<file path="src/rtl/ordered_set_store_macros.svh">
// Assertion macros for the ordered set store.
// Each macro expects clk and rst in scope at the place of use.
`ifndef ORDERED_SET_STORE_MACROS_SVH
`define ORDERED_SET_STORE_MACROS_SVH

`ifndef SYNTHESIS

// Same-cycle implication.
`define OSS_ASSERT_NOW(lbl, ante, cons) \
  lbl: assert property (@(posedge clk) disable iff (rst) (ante) |-> (cons)) \
    else $error("ordered_set_store: same-cycle check failed");

// Next-cycle implication.
`define OSS_ASSERT_NEXT(lbl, ante, cons) \
  lbl: assert property (@(posedge clk) disable iff (rst) (ante) |=> (cons)) \
    else $error("ordered_set_store: next-cycle check failed");

`else

`define OSS_ASSERT_NOW(lbl, ante, cons)
`define OSS_ASSERT_NEXT(lbl, ante, cons)

`endif

`endif

</file>
<file path="src/rtl/oss_pkg.sv">
package oss_pkg;

  localparam int CAPACITY_DEF   = 32;
  localparam int ELEM_WIDTH_DEF = 32;

  typedef enum logic [1:0] {
    OP_INSERT = 2'd0,
    OP_DELETE = 2'd1,
    OP_QUERY  = 2'd2,
    OP_CLEAR  = 2'd3
  } op_t;

  typedef struct packed {
    op_t         op;
    logic [31:0] element;
  } req_t;

  typedef struct packed {
    logic       was_member;
    logic [5:0] stored_count;
    logic       is_full;
    logic       is_empty;
    logic       rejected;
  } res_t;

  // Per-request command broadcast to every cell.
  typedef struct packed {
    logic ins;
    logic del;
  } cell_ctl_t;

endpackage

</file>
<file path="src/rtl/oss_cell.sv">
// One slot of the store: compare against the key, shift down on delete,
// load the key when this slot is the append position.
module oss_cell #(
  parameter int IDX        = 0,
  parameter int ELEM_WIDTH = oss_pkg::ELEM_WIDTH_DEF,
  parameter int CNT_W      = 6
) (
  input  logic                  clk,
  input  oss_pkg::cell_ctl_t    ctl,
  input  logic [ELEM_WIDTH-1:0] key,
  input  logic [CNT_W-1:0]      count,
  input  logic [ELEM_WIDTH-1:0] right_data,
  input  logic                  shift_in,
  output logic [ELEM_WIDTH-1:0] data,
  output logic                  match,
  output logic                  shift_out
);
  import oss_pkg::*;

  logic live;

  assign live      = count > CNT_W'(IDX);
  assign match     = live && (data == key);
  // Shift from the matching slot upwards.
  assign shift_out = shift_in || match;

  always_ff @(posedge clk) begin
    if (ctl.del && shift_out) begin
      data <= right_data;
    end else if (ctl.ins && (count == CNT_W'(IDX))) begin
      data <= key;
    end
  end

endmodule

</file>
<file path="src/rtl/ordered_set_store.sv">
// Channel | Ports                          | Direction | Payload
// --------+--------------------------------+-----------+--------------------------------
// request | req, req_valid, req_ready      | in        | op, element
// result  | res, res_valid, res_ready      | out       | was_member, count, flags
//
// One request per cycle: every cell compares its entry with the key in the
// same cycle, and the result lands in the output register at the next edge.
// Throughput is set by the output register: a new request is taken while the
// held result is being taken, so stalls on the result side hold the request side.
// Reset (rst, synchronous) empties the set and the output register; entry
// contents are not cleared, as slots at or above the count are never compared.
`include "ordered_set_store_macros.svh"

module ordered_set_store #(
  parameter int CAPACITY   = oss_pkg::CAPACITY_DEF,
  parameter int ELEM_WIDTH = oss_pkg::ELEM_WIDTH_DEF
) (
  input  logic          clk,
  input  logic          rst,
  input  oss_pkg::req_t req,
  input  logic          req_valid,
  output logic          req_ready,
  output oss_pkg::res_t res,
  output logic          res_valid,
  input  logic          res_ready
);
  import oss_pkg::*;

  localparam int CntW = $clog2(CAPACITY + 1);

  logic [CntW-1:0]       entry_count;
  logic [CntW-1:0]       count_next;
  logic [ELEM_WIDTH-1:0] key;
  logic [ELEM_WIDTH-1:0] cell_data [CAPACITY];
  logic [CAPACITY:0]     shift_chain;
  logic [CAPACITY-1:0]   match;
  logic                  accept;
  logic                  member;
  logic                  full;
  logic                  rejected_next;
  cell_ctl_t             ctl;

  // Bits above the element width take no part.
  assign key       = ELEM_WIDTH'(req.element);
  assign accept    = req_valid && req_ready;
  assign req_ready = !res_valid || res_ready;
  assign member    = |match;
  assign full      = entry_count == CntW'(CAPACITY);

  assign shift_chain[0] = 1'b0;

  // Row of cells; cell i takes its neighbour's entry on a delete, the top cell
  // keeps its own (it falls out of the live range anyway).
  for (genvar i = 0; i < CAPACITY; i++) begin : g_cell
    logic [ELEM_WIDTH-1:0] right_data;

    if (i == CAPACITY - 1) begin : g_top
      assign right_data = cell_data[i];
    end else begin : g_mid
      assign right_data = cell_data[i+1];
    end

    oss_cell #(
      .IDX        (i),
      .ELEM_WIDTH (ELEM_WIDTH),
      .CNT_W      (CntW)
    ) u_cell (
      .clk        (clk),
      .ctl        (ctl),
      .key        (key),
      .count      (entry_count),
      .right_data (right_data),
      .shift_in   (shift_chain[i]),
      .data       (cell_data[i]),
      .match      (match[i]),
      .shift_out  (shift_chain[i+1])
    );
  end

  // Decode the request: commands to the cells and the count after the step.
  always_comb begin
    ctl           = '0;
    count_next    = entry_count;
    rejected_next = 1'b0;
    case (req.op)
      OP_INSERT: begin
        if (!member) begin
          if (full) begin
            rejected_next = 1'b1;
          end else begin
            ctl.ins    = accept;
            count_next = entry_count + CntW'(1);
          end
        end
      end
      OP_DELETE: begin
        if (member) begin
          ctl.del    = accept;
          count_next = entry_count - CntW'(1);
        end
      end
      OP_QUERY: begin
      end
      OP_CLEAR: begin
        count_next = '0;
      end
      default: begin
      end
    endcase
  end

  always_ff @(posedge clk) begin
    if (rst) begin
      entry_count <= '0;
      res_valid   <= 1'b0;
    end else begin
      if (accept) begin
        entry_count <= count_next;
        res_valid   <= 1'b1;
      end else if (res_ready) begin
        res_valid <= 1'b0;
      end
    end
  end

  // Result payload: hold until taken, load on each accepted request.
  always_ff @(posedge clk) begin
    if (accept) begin
      res.was_member   <= member;
      res.stored_count <= 6'(count_next);
      res.is_full      <= count_next == CntW'(CAPACITY);
      res.is_empty     <= count_next == '0;
      res.rejected     <= rejected_next;
    end
  end

  // Entries are distinct, so no two live cells may match the key.
  `OSS_ASSERT_NOW(a_single_match, 1'b1, $onehot0(match))
  // The count never runs past the capacity.
  `OSS_ASSERT_NOW(a_count_bound, 1'b1, entry_count <= CntW'(CAPACITY))
  // A refused insert only ever reports a full store.
  `OSS_ASSERT_NOW(a_reject_full, res_valid && res.rejected, res.is_full)
  // A clear request empties the set at the next edge.
  `OSS_ASSERT_NEXT(a_clear_empties, accept && (req.op == OP_CLEAR), entry_count == '0)

endmodule

</file>
<file path="config.mk">
export PLATFORM = sky130hd
export DESIGN_NAME = ordered_set_store
export DESIGN_NICKNAME = d
export VERILOG_FILES = /design/src/rtl/oss_pkg.sv /design/src/rtl/oss_cell.sv /design/src/rtl/ordered_set_store.sv
export VERILOG_INCLUDE_DIRS = /design/src /design/src/rtl
export SDC_FILE = /design/constraint.sdc
export NUM_CORES = 2
export LEC_CHECK = 0
export BUFFER_PORTS_ARGS = -buffer_cell sky130_fd_sc_hd__buf_2
export CAP_MARGIN = 10
export CORE_UTILIZATION = 35
export CTS_CLUSTER_DIAMETER = 150
export DETAILED_ROUTE_END_ITERATION = 8
export PLACE_DENSITY_LB_ADDON = 0.12
export SLEW_MARGIN = 25
export SYNTH_ARGS = -nofsm -noshare
export SYNTH_HDL_FRONTEND = slang
export SYNTH_SLANG_ARGS = --single-unit
</file>
<file path="constraint.sdc">
create_clock -name clk -period 11.88 [get_ports clk]
set_input_delay 2.376 -clock clk [delete_from_list [all_inputs] [get_ports clk]]
set_output_delay 2.376 -clock clk [all_outputs]
set_load 0.05 [all_outputs]
</file>
==> run summary <==
=================================================================================
Result of the run                                                       completed
Origin of the critical flop-to-flop path                             entry_count[1]
Post-CTS repair timing setup buffer count                                       0
Share of synthesized flip-flops with an asynchronous set or reset               0
Cell Chain, Critical Path                                            buf_4 > buf_4 > xor2_1 > nor4_1 > nand3_1 > nor3_1 > nor4_1 > and4_1 > and3_1 > nand2_1 > nor3_4 > nand2_1 > o22ai_4 > buf_8
First-pass GRT wire length                                              267000 um
Maximum fanout count along the critical path                                   34
Slowest cell on the critical path                                    sky130_fd_sc_hd__and3_1
Area delta synth->final                                                    10.34%
Actual slew at the worst max-slew pin                                     1035 ps
Quantity of hold-fixing buffers added after cts                                 0
Pins over their slew limit                                                      0
Syn Std Cell Area                                                      58100 um^2
Floorplan die area                                                    167600 um^2
CTS Buffer Depth                                                                3
Worst Hold Class                                                     register to register
Top-level port count                                                           50
Sink Count                                                                   1041
Global placement routability congestion                                    0.8493
Total number of yosys warnings                                                  0
GR Overflow Total                                                               0
Length in cells of the worst reg-to-reg path                                   13
Max-Slew Margin vs Limit                                                   0.3046
Sum of negative setup slack                                                  0 ps
Number of library cell types mapped by synthesis                               71
TritonCTS clock tree                                                         done
Share of the yosys chip area belonging to registers                        0.5368
Post-synthesis cell count                                                    4054
Initial antenna violation count                                                 8
Hold violation total from the final report                                      0
Highest achievable clock rate                                           124.9 MHz
Final wirelength                                                        188700 um
Reg-to-reg slack, setup                                                   4510 ps
Drt first pass iters                                                            5
Most area-hungry cell type in the Yosys netlist                      sky130_fd_sc_hd__edfxtp_1
Setup crit start kind                                                  input port
Detailed router's first-iteration violation count                            3007
R2r endpoint                                                         g_cell[16].u_cell.data[19]
TritonCTS buffer count                                                        121
Number of nets in the layout                                                 4072
Cell at the root of the clock tree                                   sky130_fd_sc_hd__clkbuf_16
Core Region                                                           164800 um^2
Yosys reg bits                                                               1041
Vias/cell                                                                   5.261
Worst voltage drop across the vdd grid                                   130.8 uV
Cell types occupying the most area after synthesis                   sky130_fd_sc_hd__edfxtp_1, sky130_fd_sc_hd__mux2_2, sky130_fd_sc_hd__xor2_1
Worst setup margin                                                        3871 ps
Post-CTS sizing                                                                 0
Port Buf Inserts                                                               49
Total power                                                               8360 uW
Dominant register cell in the synthesized netlist                    sky130_fd_sc_hd__edfxtp_1
Final clock skew                                                         86.38 ps
Type of the worst setup path                                         input port to register
Final core area utilization                                                0.3890
Vertical die dimension                                                   409.4 um
Detail Placement HPWL                                                   129900 um
Vias in the first global route                                              33960
Minimum period implied by the final worst setup slack                     8009 ps
Die span in x                                                            409.4 um
Via count                                                                   33250
Rows                                                                          149
Req. time, crit path                                                     12340 ps
Number of max-capacitance violations reported                                   0
Static leakage                                                         0.02051 uW
Total nets after synthesis                                                   4096
H-tree depth                                                                    3
Dpl ws                                                                    2939 ps
Post-route clock period utilization                                        0.6741
Fraction of final layout cells with drive strength greater than 1          0.3308
Worst endpoint data arrival time                                          8470 ps
Total global routing track utilization                                     0.2218
Delay of the slowest cell on the worst path                                820 ps
CTS clk-pin slew, worst paths                                               60 ps
Worst setup startpoint                                                    req[14]
Number of routed nets with antenna violations                                   0
Initial Utilization                                                        0.3525
Source-to-sink clock delay at the later pin of the worst-skew pair         770 ps
Power density relative to cell area                                  130.4 nW/um^2
Worst Setup EP                                                       g_cell[13].u_cell.data[21]
Largest net degree at the start of global routing                              45
Average cell area after synthesis                                      14.33 um^2
Unrepaired setup endpoints after global routing                                no
Endpoint kind of the worst setup timing path                             register
Fraction of post-synthesis cell area in the top cell type by area          0.5344
DRC violation count after routing                                               0
Average wire per standard cell                                           29.86 um
Final setup vio count                                                           0
Number of flops mapped to enable cells by yosys                              1034
=================================================================================
Yosys cell counts, types with 4 or more instances:
| master | n |
|---|---|
| sky130_fd_sc_hd__dfxtp_1 | 7 |
| sky130_fd_sc_hd__nand3b_1 | 4 |
| sky130_fd_sc_hd__and3_1 | 7 |
| sky130_fd_sc_hd__a21oi_1 | 14 |
| sky130_fd_sc_hd__o21bai_1 | 14 |
| sky130_fd_sc_hd__a211oi_1 | 4 |
| sky130_fd_sc_hd__edfxtp_1 | 1034 |
| sky130_fd_sc_hd__xnor2_1 | 378 |
| sky130_fd_sc_hd__nor2b_1 | 6 |
| sky130_fd_sc_hd__and2_1 | 7 |
| sky130_fd_sc_hd__clkbuf_1 | 106 |
| sky130_fd_sc_hd__o22ai_1 | 7 |
| sky130_fd_sc_hd__buf_4 | 57 |
| sky130_fd_sc_hd__a21oi_4 | 10 |
| sky130_fd_sc_hd__mux2_2 | 881 |
| sky130_fd_sc_hd__o21ai_0 | 14 |
| sky130_fd_sc_hd__a211o_1 | 4 |
| sky130_fd_sc_hd__o21ai_2 | 4 |
| sky130_fd_sc_hd__or3_1 | 7 |
| sky130_fd_sc_hd__buf_6 | 98 |
| sky130_fd_sc_hd__nand2b_1 | 8 |
| sky130_fd_sc_hd__inv_1 | 17 |
| sky130_fd_sc_hd__mux2i_1 | 4 |
| sky130_fd_sc_hd__nand4_1 | 122 |
| sky130_fd_sc_hd__buf_2 | 73 |
| sky130_fd_sc_hd__nor3_1 | 34 |
| sky130_fd_sc_hd__nor4_1 | 193 |
| sky130_fd_sc_hd__a31oi_1 | 6 |
| sky130_fd_sc_hd__xor2_1 | 647 |
| sky130_fd_sc_hd__o2111ai_1 | 11 |
| sky130_fd_sc_hd__ha_1 | 4 |
| sky130_fd_sc_hd__nand3_1 | 30 |
| sky130_fd_sc_hd__mux2_4 | 58 |
| sky130_fd_sc_hd__nor2_1 | 34 |
| sky130_fd_sc_hd__nor4_2 | 4 |
| sky130_fd_sc_hd__mux2_1 | 54 |
| sky130_fd_sc_hd__nand2_1 | 37 |
through the flow:
stage / area, um^2 / instances / hold WS, ps
floorplan: 58100 / 4054 / 550.7
global placement: 60110 / 6084 / 499.4
detailed placement: 60340 / 6093 / 517.1
CTS: 64020 / 6315 / 525.9
global route: 64100 / 6318 / 571.5
finish: 64110 / 6321 / 520.6
cell type report:
class / count / area, um^2
multi-input cells: 2657 / 24710
clock buffers: 156 / 3181
clock inverters: 66 / 498.0
flip-flops and latches: 1041 / 31190
diodes: 3 / 7.507
well taps: 2189 / 2739
fillers: 15560 / 100700
repair buffers: 191 / 1712
inverters: 18 / 67.56
sequential cells by signal (all words and copies together) (netlist names):
name	cells
res_valid	1
g_cell.u_cell.data	1024
entry_count	6
res	10
power by group:
part           leakage [uW]  switching, uW  internal (uW)
registers           0.00936           11.4           4050
clock network       0.00180           1600           1990
logic               0.00934            441            268
total                0.0205           2060           6300
cells in the final DEF (no fill, tap or decap), types with 8 or more instances in the layout:
cell and instances:
sky130_fd_sc_hd__buf_4 154, sky130_fd_sc_hd__nand3_1 30, sky130_fd_sc_hd__o21ai_2 10, sky130_fd_sc_hd__xnor2_1 378, sky130_fd_sc_hd__nand2b_1 8, sky130_fd_sc_hd__nor3_1 34
sky130_fd_sc_hd__nor4_1 193, sky130_fd_sc_hd__clkbuf_1 34, sky130_fd_sc_hd__a21oi_4 10, sky130_fd_sc_hd__mux2_2 881, sky130_fd_sc_hd__clkbuf_16 122, sky130_fd_sc_hd__nor2_2 9
sky130_fd_sc_hd__xor2_1 647, sky130_fd_sc_hd__o2111ai_1 11, sky130_fd_sc_hd__inv_1 17, sky130_fd_sc_hd__buf_2 17, sky130_fd_sc_hd__mux2_1 54, sky130_fd_sc_hd__a21oi_1 14
sky130_fd_sc_hd__o21ai_0 8, sky130_fd_sc_hd__o21bai_2 11, sky130_fd_sc_hd__nor2_1 26, sky130_fd_sc_hd__edfxtp_1 1034, sky130_fd_sc_hd__clkinv_1 26, sky130_fd_sc_hd__mux2_4 58
sky130_fd_sc_hd__buf_12 9, sky130_fd_sc_hd__nand4_1 122, sky130_fd_sc_hd__buf_16 10, sky130_fd_sc_hd__nand2_1 37, sky130_fd_sc_hd__clkinv_2 27
kinds of logic (layout without fill, tap and decap cells):
family                     after synthesis  after routing  share of synthesized area
and+or+nand+nor                        520            520                    0.05369
other                                    0              3                          0
DFF                                   1041           1041                     0.5368
muxes                                  997            997                     0.1969
buffers and inverters                  356            431                    0.04148
AOI/OAI and AO/OA                      111            111                    0.01570
adders and majority gates                4              4                  0.0008615
xor gates and xnor gates              1025           1025                     0.1545
how the worst min path moves through the flow:
stage                          startpoint                          to  cells past startpoint
6_report                        res_valid                   res_valid                      2
5_1_grt                         res_valid                   res_valid                      2
4_1_cts                         res_valid                   res_valid                      2
3_5_place_dp                    res_valid                   res_valid                      2
3_3_place_gp                    res_valid                   res_valid                      2
2_1_floorplan  g_cell[31].u_cell.data[10]  g_cell[30].u_cell.data[10]                      1
worst max-delay path: cells and delay by family:
family / cells / cell delay, ps
AOI/OAI and AO/OA: 1 / 810
and+or+nand+nor: 9 / 3630
xor gates and xnor gates: 1 / 210
buffers and inverters: 3 / 1350
routing by layer:
layer,global-route usage,vias to the layer above,routed length (um),part of all wire
met2,0.3547,812,87450,0.46
met3,0.02807,235,7713,0.041
li1,-,15030,-,-
met1,0.3167,17170,88820,0.47
met4,0.05552,4,4736,0.025
met5,0,-,16,0.000085
Note: power is estimated with default switching activity, not from simulation.
